<file path="config.mk">
export PLATFORM = sky130hd
export DESIGN_NAME = active_backup_port_selector_core
export DESIGN_NICKNAME = d
export VERILOG_FILES = /design/src/hw/rtl/abps_pkg.sv /design/src/hw/rtl/active_backup_port_selector_core.sv /design/src/hw/rtl/abps_best.sv
export SDC_FILE = /design/constraint.sdc
export NUM_CORES = 1
export LEC_CHECK = 0
export BUFFER_PORTS_ARGS = -buffer_cell sky130_fd_sc_hd__clkbuf_2
export CORE_UTILIZATION = 25
export DETAILED_ROUTE_END_ITERATION = 10
export PLACE_DENSITY = 0.38
export RECOVER_POWER = 25
export SYNTH_ARGS = -nofsm -noshare
export SYNTH_HDL_FRONTEND = slang
export SYNTH_HIERARCHICAL = 1
export SYNTH_SLANG_ARGS = --single-unit
export TNS_END_PERCENT = 20
</file>
<file path="constraint.sdc">
create_clock -name clk -period 4.6 [get_ports clk]
set_clock_uncertainty 0.1 [all_clocks]
set_input_delay 0.69 -clock clk [delete_from_list [all_inputs] [get_ports clk]]
set_output_delay 0.69 -clock clk [all_outputs]
set_load 0.1 [all_outputs]
</file>
<file path="src/hw/rtl/abps_pkg.sv">
// shared types and constants for the active-backup port selector
// entry layout, event kinds, best-port tracker control and stream widths
// no dependencies
`timescale 1ns / 1ps
`default_nettype none

package abps_pkg;

  // default table depth
  localparam int ABPS_MAX_PORTS = 16;

  // field widths
  localparam int KIND_W  = 2;
  localparam int PORT_W  = 4;
  localparam int PRIO_W  = 16;
  localparam int SPEED_W = 20;

  // stream widths
  localparam int IN_TDATA_W  = 48;
  localparam int IN_TUSER_W  = KIND_W;
  localparam int OUT_TDATA_W = 8;

  // event kinds
  typedef enum logic [KIND_W-1:0] {
    KIND_ADD    = 2'd0,
    KIND_REMOVE = 2'd1,
    KIND_LINK   = 2'd2,
    KIND_PRIO   = 2'd3
  } kind_t;

  // one table entry, 40 bits
  typedef struct packed {
    logic                      present;
    logic                      link_up;
    logic signed [PRIO_W-1:0]  prio;
    logic [SPEED_W-1:0]        speed;
    logic                      duplex;
    logic                      sticky;
  } port_entry_t;

  // control of the best-port tracker
  typedef struct packed {
    logic start;
    logic offer;
  } best_ctl_t;

endpackage

`default_nettype wire

</file>
<file path="src/hw/rtl/active_backup_port_selector_core.sv">
// top level of the active-backup port selector
// port table memory, event update, re-evaluation sequencer and result register
// depends on abps_pkg and abps_best
//
//  channel | dir | handshake            | payload
//  in_     | in  | in_tvalid/in_tready  | in_tuser kind, in_tdata port event fields
//  out_    | out | out_tvalid/out_tready| out_tdata active_valid, act_port, changed
//
// one event is handled in steps: read and write back the event entry, read the
// active entry, then walk every entry through the single read port of the table
// memory, one entry per cycle, then decide
// reset is synchronous, active low; the table reads as all absent after reset
// through per-entry valid bits
// a result waiting in the output register does not block the next event; only
// the final step waits for the output register to free up
`timescale 1ns / 1ps
`default_nettype none

module active_backup_port_selector_core #(
  parameter int MAX_PORTS = abps_pkg::ABPS_MAX_PORTS
) (
  input  wire logic                            clk,
  input  wire logic                            rst_n,
  input  wire logic                            in_tvalid,
  output logic                                 in_tready,
  // lsb up: port[3:0], link_up[4], priority_req[20:5], speed_mbps[40:21],
  // full_duplex[41], sticky[42], zero pad[47:43]
  input  wire logic [abps_pkg::IN_TDATA_W-1:0] in_tdata,
  // lsb up: kind[1:0]
  input  wire logic [abps_pkg::IN_TUSER_W-1:0] in_tuser,
  output logic                                 out_tvalid,
  input  wire logic                            out_tready,
  // lsb up: active_valid[0], act_port[4:1], changed[5], zero pad[7:6]
  output logic [abps_pkg::OUT_TDATA_W-1:0]     out_tdata
);
  import abps_pkg::*;

  localparam int IDX_W = $clog2(MAX_PORTS);
  localparam logic [IDX_W-1:0] LAST_IDX = IDX_W'(MAX_PORTS - 1);

  typedef enum logic [5:0] {
    S_IDLE  = 6'b000001,
    S_RMW   = 6'b000010,
    S_ACTRD = 6'b000100,
    S_ACTEV = 6'b001000,
    S_SCAN  = 6'b010000,
    S_DONE  = 6'b100000
  } state_t;

  state_t state_r, state_nxt;

  // input field unpacking
  logic [PORT_W-1:0]        in_port;
  logic                     in_port_ok;
  assign in_port    = in_tdata[3:0];
  assign in_port_ok = (32'(in_port) < MAX_PORTS);

  // captured event
  kind_t                    kind_r;
  logic [IDX_W-1:0]         ev_idx_r;
  logic                     ev_ok_r;
  logic                     ev_link_r;
  logic signed [PRIO_W-1:0] ev_prio_r;
  logic [SPEED_W-1:0]       ev_speed_r;
  logic                     ev_dup_r;
  logic                     ev_sticky_r;

  // table memory and valid bits
  port_entry_t              mem [MAX_PORTS];
  logic [MAX_PORTS-1:0]     vld_r;
  port_entry_t              rdata_r;
  logic                     rd_vld_r;
  logic [IDX_W-1:0]         rd_addr;
  logic                     mem_we;
  port_entry_t              wdata;
  port_entry_t              entry;

  // active port and walk state
  logic                     act_vld_r, act_vld_nxt;
  logic [IDX_W-1:0]         act_idx_r, act_idx_nxt;
  logic                     act_sticky_r;
  logic                     chg_r;
  logic [IDX_W-1:0]         cnt_r;
  logic                     act_up;
  logic                     take;
  logic                     chg_nxt;
  logic                     out_free;

  // result register
  logic                     out_vld_r;
  logic [OUT_TDATA_W-1:0]   out_data_r;

  // best tracker
  best_ctl_t                bctl;
  logic [IDX_W-1:0]         cand_idx;
  logic                     have;
  logic [IDX_W-1:0]         best_idx;

  assign in_tready = (state_r == S_IDLE);
  assign out_free  = !out_vld_r || out_tready;

  // a never-written entry reads as absent and zero
  assign entry = rd_vld_r ? rdata_r : '0;

  // read address per step
  always_comb begin
    rd_addr = '0;
    unique case (state_r)
      S_IDLE:  rd_addr = in_port_ok ? IDX_W'(in_port) : '0;
      S_ACTRD: rd_addr = act_idx_r;
      S_SCAN:  rd_addr = (cnt_r == LAST_IDX) ? '0 : cnt_r + 1'b1;
      default: rd_addr = '0;
    endcase
  end

  // updated event entry
  always_comb begin
    wdata = entry;
    case (kind_r)
      KIND_ADD: begin
        wdata.present = 1'b1;
        wdata.link_up = ev_link_r;
        wdata.prio    = ev_prio_r;
        wdata.speed   = ev_speed_r;
        wdata.duplex  = ev_dup_r;
        wdata.sticky  = ev_sticky_r;
      end
      KIND_REMOVE: wdata = '0;
      KIND_LINK: begin
        if (entry.present) begin
          wdata.link_up = ev_link_r;
          wdata.speed   = ev_speed_r;
          wdata.duplex  = ev_dup_r;
        end
      end
      default: begin
        if (entry.present) begin
          wdata.prio = ev_prio_r;
        end
      end
    endcase
  end

  assign mem_we = (state_r == S_RMW) && ev_ok_r;

  // table memory, one write and one registered read port
  always_ff @(posedge clk) begin
    if (mem_we) begin
      mem[ev_idx_r] <= wdata;
    end
    rdata_r <= mem[rd_addr];
  end

  // entry valid bits
  always_ff @(posedge clk) begin
    if (!rst_n) begin
      vld_r    <= '0;
      rd_vld_r <= 1'b0;
    end else begin
      if (mem_we) begin
        vld_r[ev_idx_r] <= 1'b1;
      end
      rd_vld_r <= vld_r[rd_addr];
    end
  end

  // event capture
  always_ff @(posedge clk) begin
    if (in_tvalid && in_tready) begin
      kind_r      <= kind_t'(in_tuser[1:0]);
      ev_idx_r    <= in_port_ok ? IDX_W'(in_port) : '0;
      ev_ok_r     <= in_port_ok;
      ev_link_r   <= in_tdata[4];
      ev_prio_r   <= in_tdata[20:5];
      ev_speed_r  <= in_tdata[40:21];
      ev_dup_r    <= in_tdata[41];
      ev_sticky_r <= in_tdata[42];
    end
  end

  // best tracker control
  assign act_up   = entry.present & entry.link_up;
  assign cand_idx = (state_r == S_ACTEV) ? act_idx_r : cnt_r;
  always_comb begin
    bctl.start = (state_r == S_ACTRD);
    bctl.offer = ((state_r == S_ACTEV) && act_vld_r && act_up) || (state_r == S_SCAN);
  end

  abps_best #(
    .IDX_W (IDX_W)
  ) u_best (
    .clk      (clk),
    .rst_n    (rst_n),
    .ctl      (bctl),
    .cand_idx (cand_idx),
    .cand     (entry),
    .have     (have),
    .best_idx (best_idx)
  );

  // final decision: takeover unless a valid sticky active port holds on
  assign take    = have && !(act_vld_r && (best_idx == act_idx_r)) &&
                   (!act_vld_r || !act_sticky_r);
  assign chg_nxt = chg_r | take;
  always_comb begin
    act_vld_nxt = act_vld_r;
    act_idx_nxt = act_idx_r;
    if (take) begin
      act_vld_nxt = 1'b1;
      act_idx_nxt = best_idx;
    end
  end

  // sequencer
  always_comb begin
    state_nxt = state_r;
    unique case (state_r)
      S_IDLE:  if (in_tvalid) state_nxt = S_RMW;
      S_RMW:   state_nxt = S_ACTRD;
      S_ACTRD: state_nxt = S_ACTEV;
      S_ACTEV: state_nxt = S_SCAN;
      S_SCAN:  if (cnt_r == LAST_IDX) state_nxt = S_DONE;
      S_DONE:  if (out_free) state_nxt = S_IDLE;
      default: state_nxt = S_IDLE;
    endcase
  end

  // control registers
  always_ff @(posedge clk) begin
    if (!rst_n) begin
      state_r   <= S_IDLE;
      act_vld_r <= 1'b0;
      act_idx_r <= '0;
      chg_r     <= 1'b0;
      cnt_r     <= '0;
      out_vld_r <= 1'b0;
    end else begin
      state_r <= state_nxt;
      // output valid: set by the decision step, cleared when the item is taken
      if ((state_r == S_DONE) && out_free) begin
        out_vld_r <= 1'b1;
      end else if (out_tready) begin
        out_vld_r <= 1'b0;
      end
      unique case (state_r)
        S_RMW: chg_r <= 1'b0;
        S_ACTEV: begin
          cnt_r <= '0;
          // active port gone or down
          if (act_vld_r && !act_up) begin
            act_vld_r <= 1'b0;
            act_idx_r <= '0;
            chg_r     <= 1'b1;
          end
        end
        S_SCAN: cnt_r <= cnt_r + 1'b1;
        S_DONE: begin
          if (out_free) begin
            act_vld_r <= act_vld_nxt;
            act_idx_r <= act_idx_nxt;
          end
        end
        default: ;
      endcase
    end
  end

  // sticky flag of the active entry after the update
  always_ff @(posedge clk) begin
    if (state_r == S_ACTEV) begin
      act_sticky_r <= entry.sticky;
    end
  end

  // result payload
  always_ff @(posedge clk) begin
    if ((state_r == S_DONE) && out_free) begin
      out_data_r <= {2'b00, chg_nxt, 4'(act_idx_nxt), act_vld_nxt};
    end
  end

  assign out_tvalid = out_vld_r;
  assign out_tdata  = out_data_r;

  // no active port means index zero
  a_idle_idx: assert property (@(posedge clk) disable iff (!rst_n)
    !act_vld_r |-> (act_idx_r == '0))
    else $error("active index not zero while no port is active");

  // the table is written only in the update step
  a_we_step: assert property (@(posedge clk) disable iff (!rst_n)
    mem_we |-> (state_r == S_RMW))
    else $error("table write outside the update step");

  // an unchanged result keeps the active port
  a_nochg: assert property (@(posedge clk) disable iff (!rst_n)
    ((state_r == S_DONE) && out_free && !chg_nxt) |=>
      ((act_vld_r == $past(act_vld_r)) && (act_idx_r == $past(act_idx_r))))
    else $error("active port moved without a change flag");

  // a result is only loaded when the output register is free
  a_out_load: assert property (@(posedge clk) disable iff (!rst_n)
    (out_vld_r && !out_tready && (state_r == S_DONE)) |=> (state_r == S_DONE))
    else $error("decision step left while the result register was full");

endmodule

`default_nettype wire

</file>
<file path="src/hw/rtl/abps_best.sv">
// best-so-far tracker for the port re-evaluation walk
// applies the selection rule to one offered entry per cycle
// depends on abps_pkg
`timescale 1ns / 1ps
`default_nettype none

module abps_best #(
  parameter int IDX_W = $clog2(abps_pkg::ABPS_MAX_PORTS)
) (
  input  wire logic                    clk,
  input  wire logic                    rst_n,
  input  wire abps_pkg::best_ctl_t     ctl,
  input  wire logic [IDX_W-1:0]        cand_idx,
  input  wire abps_pkg::port_entry_t   cand,
  output logic                         have,
  output logic [IDX_W-1:0]             best_idx
);
  import abps_pkg::*;

  logic                     have_r;
  logic [IDX_W-1:0]         idx_r;
  logic signed [PRIO_W-1:0] prio_r;
  logic [SPEED_W-1:0]       speed_r;
  logic                     dup_r;
  logic                     cand_up;
  logic                     better;
  logic                     take;

  // candidate must be up and not already the best
  assign cand_up = cand.present & cand.link_up;
  // priority higher, or speed higher, or same speed with better duplex
  assign better  = ($signed(cand.prio) > $signed(prio_r)) || (cand.speed > speed_r) ||
                   ((cand.speed == speed_r) && (cand.duplex > dup_r));
  assign take    = ctl.offer && cand_up && !(have_r && (idx_r == cand_idx)) &&
                   (!have_r || better);

  // tracker valid flag
  always_ff @(posedge clk) begin
    if (!rst_n) begin
      have_r <= 1'b0;
    end else if (ctl.start) begin
      have_r <= 1'b0;
    end else if (take) begin
      have_r <= 1'b1;
    end
  end

  // best entry payload
  always_ff @(posedge clk) begin
    if (take) begin
      idx_r   <= cand_idx;
      prio_r  <= cand.prio;
      speed_r <= cand.speed;
      dup_r   <= cand.duplex;
    end
  end

  assign have     = have_r;
  assign best_idx = idx_r;

endmodule

`default_nettype wire

</file>
==> summary.md <==
| Metric | Value |
|---|---|
| DR vias/cell | `4.534` |
| Post-CTS setup buffer count | `0` |
| Number of flops mapped to enable cells by yosys | `733` |
| Yosys synthesis warning count | `6` |
| Maximum number of pins on one net before global-route repair | `88` |
| Clock latency reported for the late side of the worst-skew pair | `0.67 ns` |
| Share of final-layout standard cells stronger than drive strength 1 | `0.1343` |
| Grt met3 use | `0.02254` |
| Number of instances resized during post-cts repair | `0` |
| IO Count | `64` |
| Most frequently used flop master after synthesis | `edfxtp_1` |
| Flip-flop and latch count after synthesis | `808` |
| Clock tree from TritonCTS | `done` |
| Diodes inserted | `0` |
| Worst reg-to-reg path cell count | `10` |
| Clock transition at the register clock pins on the worst setup and hold paths after CTS | `0.06 ns` |
| Cell Area, Placed | `35480 um2` |
| Post-synthesis cell count | `2092` |
| Remaining design rule violation count | `0` |
| Setup-failing EPs final | `0` |
| Arrival time of the worst setup path | `4.25 ns` |
| Violated checks | `capacitance limit, slew limit` |
| Global route hottest layer | `met2` |
| Total power | `22.83 mW` |
| Count of unique library cells instantiated by Yosys | `61` |
| Data required time at the worst endpoint | `4.84 ns` |
| Remaining global-route overflow | `0` |
| DRT antenna net count | `0` |
| Static leakage power | `13.71 nW` |
| Core region area | `129300 um2` |
| Final worst-path cycle share | `0.8726` |
| Num CTS Buffers | `91` |
| Antenna violations before repair | `2` |
| Worst hold path class | `primary input to flip-flop` |
| Worst reg2reg setup slack | `0.59 ns` |
| Mapped Avg Cell Area | `15.56 um2` |
| Top fanout value on the critical path | `20` |
| Worst Tran Pin Value | `2.323 ns` |
| Final Instance Area | `38440 um2` |
| Vias after detailed routing | `18.20k` |
| Number of iterations in the first detailed-routing pass | `5` |
| Clock root buffer master | `clkbuf_16` |
| Largest vdd supply drop | `445.4 uV` |
| Average routed wire per standard cell | `23.18 um` |
| First DRT Iteration DRCs | `1220` |
| Deepest clock path buffer count | `3` |
| Slew Limit Headroom | `-0.5484` |
| Worst reg2reg path endpoint | `u_best/prio_r[9]$_DFFE_PP_` |
| Layout overhead on the synthesized area | `18.08%` |
| DIE HEIGHT | `362.9 um` |
| Type of origin of the critical path | `flip-flop` |
| Routing usage on met2 | `0.2301` |
| Count of buffers from port buffering | `56` |
| Critical path type | `flip-flop to flip-flop` |
| Total die area | `131700 um2` |
| RSZ-0062 raised after global routing | `no` |
| Max-cap viol count | `10` |
| Maximum clock frequency | `0.2491 GHz` |
| Placed Cells incl. Taps | `3843` |
| Fin cells | `4013` |
| Final hold vios | `0` |
| Wire length of the first global-routing pass | `133200 um` |
| CP Capture Point | `u_best/prio_r[9]$_DFFE_PP_` |
| Sum of routed wire length over all layers | `93030 um` |
| Post-synthesis sequential area ratio | `0.7223` |
| Effective utilization at floorplan | `0.2517` |
| Routability congestion estimate from global placement | `0.7384` |
| Number of nets at the end of the flow | `2285` |
| Standard-cell row count | `132` |
| CTS HTree Levels | `3` |
| Reg-to-Reg Start | `state_r[0]$_SDFFE_PN1P_` |
| Final max-slew violation count | `205` |
| Outcome | `finished with violations` |
| Total Negative Setup Slacks | `0 ns` |
| Fraction of registers with async set or reset after synthesis | `0` |
| Fraction of met1 tracks used by global routing | `0.1915` |
| Post-synth design cell area | `32550 um2` |
| Detailed placer's ending HPWL | `51590 um` |
| Setup crit start | `state_r[0]$_SDFFE_PN1P_` |
| Total routing resource utilization after global routing | `0.1410` |
| Power Density | `593.9 nW/um2` |
| Overall die width | `362.9 um` |
| Number of hold buffers added after cts | `0` |
| Fin crit period | `4.014 ns` |
| Endpoint kind of the worst setup timing path | `flip-flop` |
| Number of sinks on the clock net | `808` |
| Via count of the first global-routing pass | `18.47k` |
==> cells by family after synthesis <==
family | count (synthesis) | share of synthesized area
adder cells (fa/ha/maj) | 37 | 0.01422
AND/OR/NAND/NOR | 468 | 0.06634
multiplexers | 304 | 0.09413
other | 1 | 0.0001152
buffers and inverters | 161 | 0.02291
XOR/XNOR | 10 | 0.002691
flip-flops | 808 | 0.7223
AO/OA/AOI/OAI | 303 | 0.07733
==> report_power, final <==
group	internal, mW	switching (mW)	leakage, nW
Sequential	9.12	0.245	7.34
Combinational	1.89	4.11	4.85
Clock	4.50	2.97	1.52
Total	15.5	7.32	13.7
==> synth_stat cells, drive strengths merged (3+ instances only) <==
master | number | area [um2]
a211oi | 5 | 37.54
nor3 | 9 | 56.31
inv | 44 | 165.2
mux2i | 296 | 2963
nand3 | 96 | 480.5
o21a | 19 | 142.6
a21boi | 3 | 22.52
nand3b | 6 | 45.04
buf | 66 | 389.1
o22ai | 20 | 125.1
nand2b | 7 | 43.79
a32oi | 40 | 350.3
edfxtp | 733 | 22010
mux2 | 7 | 78.83
nand4 | 8 | 50.05
a221o | 5 | 50.05
and3 | 7 | 43.79
dfxtp | 75 | 1501
ha | 37 | 462.9
a22o | 23 | 201.4
a221oi | 81 | 953.4
or3 | 3 | 18.77
and2 | 47 | 294.0
xor2 | 8 | 70.07
nor4 | 4 | 25.02
nor2 | 72 | 270.3
a21o | 7 | 52.55
nor2b | 5 | 31.28
a21oi | 19 | 98.85
clkbuf | 50 | 187.7
a22oi | 17 | 127.6
nand2 | 196 | 735.7
o21ai | 54 | 270.3
==> how the worst min path moves through the flow <==
stage,start,endpoint,slack [ns],depth (start not counted)
6_report,in_tdata[19],ev_prio_r[14]$_DFFE_PP_,0.1,1
5_1_grt,in_tdata[27],ev_speed_r[6]$_DFFE_PP_,0.05,1
4_1_cts,in_tdata[8],ev_prio_r[3]$_DFFE_PP_,0.02,1
3_5_place_dp,vld_r[3]$_SDFFE_PN0P_,vld_r[3]$_SDFFE_PN0P_,0.35,1
3_3_place_gp,vld_r[1]$_SDFFE_PN0P_,vld_r[1]$_SDFFE_PN0P_,0.35,1
2_1_floorplan,chg_r$_SDFFE_PN0P_,chg_r$_SDFFE_PN0P_,0.33,2
==> placed cells by master (no fill, tap or decap), drive strengths merged, types with 37 or more instances in the layout <==
cell | Yosys | layout
edfxtp | 733 | 733
mux2i | 296 | 296
clkbuf | 50 | 199
nand2 | 196 | 196
nand3 | 96 | 96
a221oi | 81 | 81
dfxtp | 75 | 75
nor2 | 72 | 72
buf | 66 | 57
o21ai | 54 | 54
inv | 44 | 48
and2 | 47 | 47
a32oi | 40 | 40
ha | 37 | 37
==> per-layer routing <==
metal / vias to the layer above / wire length (um) / share of wire
met1: 9414 / 43760 / 0.47
li1: 8337 / - / -
met2: 313 / 43920 / 0.47
met4: 4 / 2357 / 0.025
met3: 128 / 2971 / 0.032
met5: - / 27 / 0.00029
==> stage by stage <==
step             util  worst slack, ns  hold WS, ns
4_1_cts        0.2984           0.6839      0.02335
2_1_floorplan       -           0.1178       0.3276
3_5_place_dp   0.2744           0.6802       0.3523
5_1_grt        0.2972           0.3416      0.04578
3_3_place_gp   0.2744           0.7297       0.3461
6_report       0.2972           0.5859      0.09583
==> layout make-up <==
class	count	area, um2
repair buffers	124	979.7
inverters	45	168.9
fillers	12800	90880
multi-input cells	1124	8496
well taps	1742	2180
clock inverters	38	455.4
flip-flops and latches	808	23510
clock buffers	132	2645
==> registers in the layout, summed over array words and instances (netlist names), 2 cells and up <==
| signal | count |
|---|---|
| rdata_r | 40 |
| act_idx_r | 4 |
| ev_prio_r | 16 |
| state_r | 6 |
| kind_r | 2 |
| ev_speed_r | 20 |
| u_best/speed_r | 20 |
| mem | 640 |
| vld_r | 16 |
| cnt_r | 4 |
| out_tdata | 6 |
| ev_idx_r | 4 |
| u_best/best_idx | 4 |
| u_best/prio_r | 16 |
==> worst max-delay path, stage by stage, from the launching register on <==
cell and delay, ns:
dfxtp_1 0.35, or4_1 0.65, nor3b_1 0.21, clkbuf_1 0.42
mux2_1 0.41, xnor2_1 0.14, and2_1 0.19, a211o_1 0.30
or4_4 0.43, o211ai_4 0.11, buf_4 0.35
No activity file was read; power rests on OpenSTA's default activity.
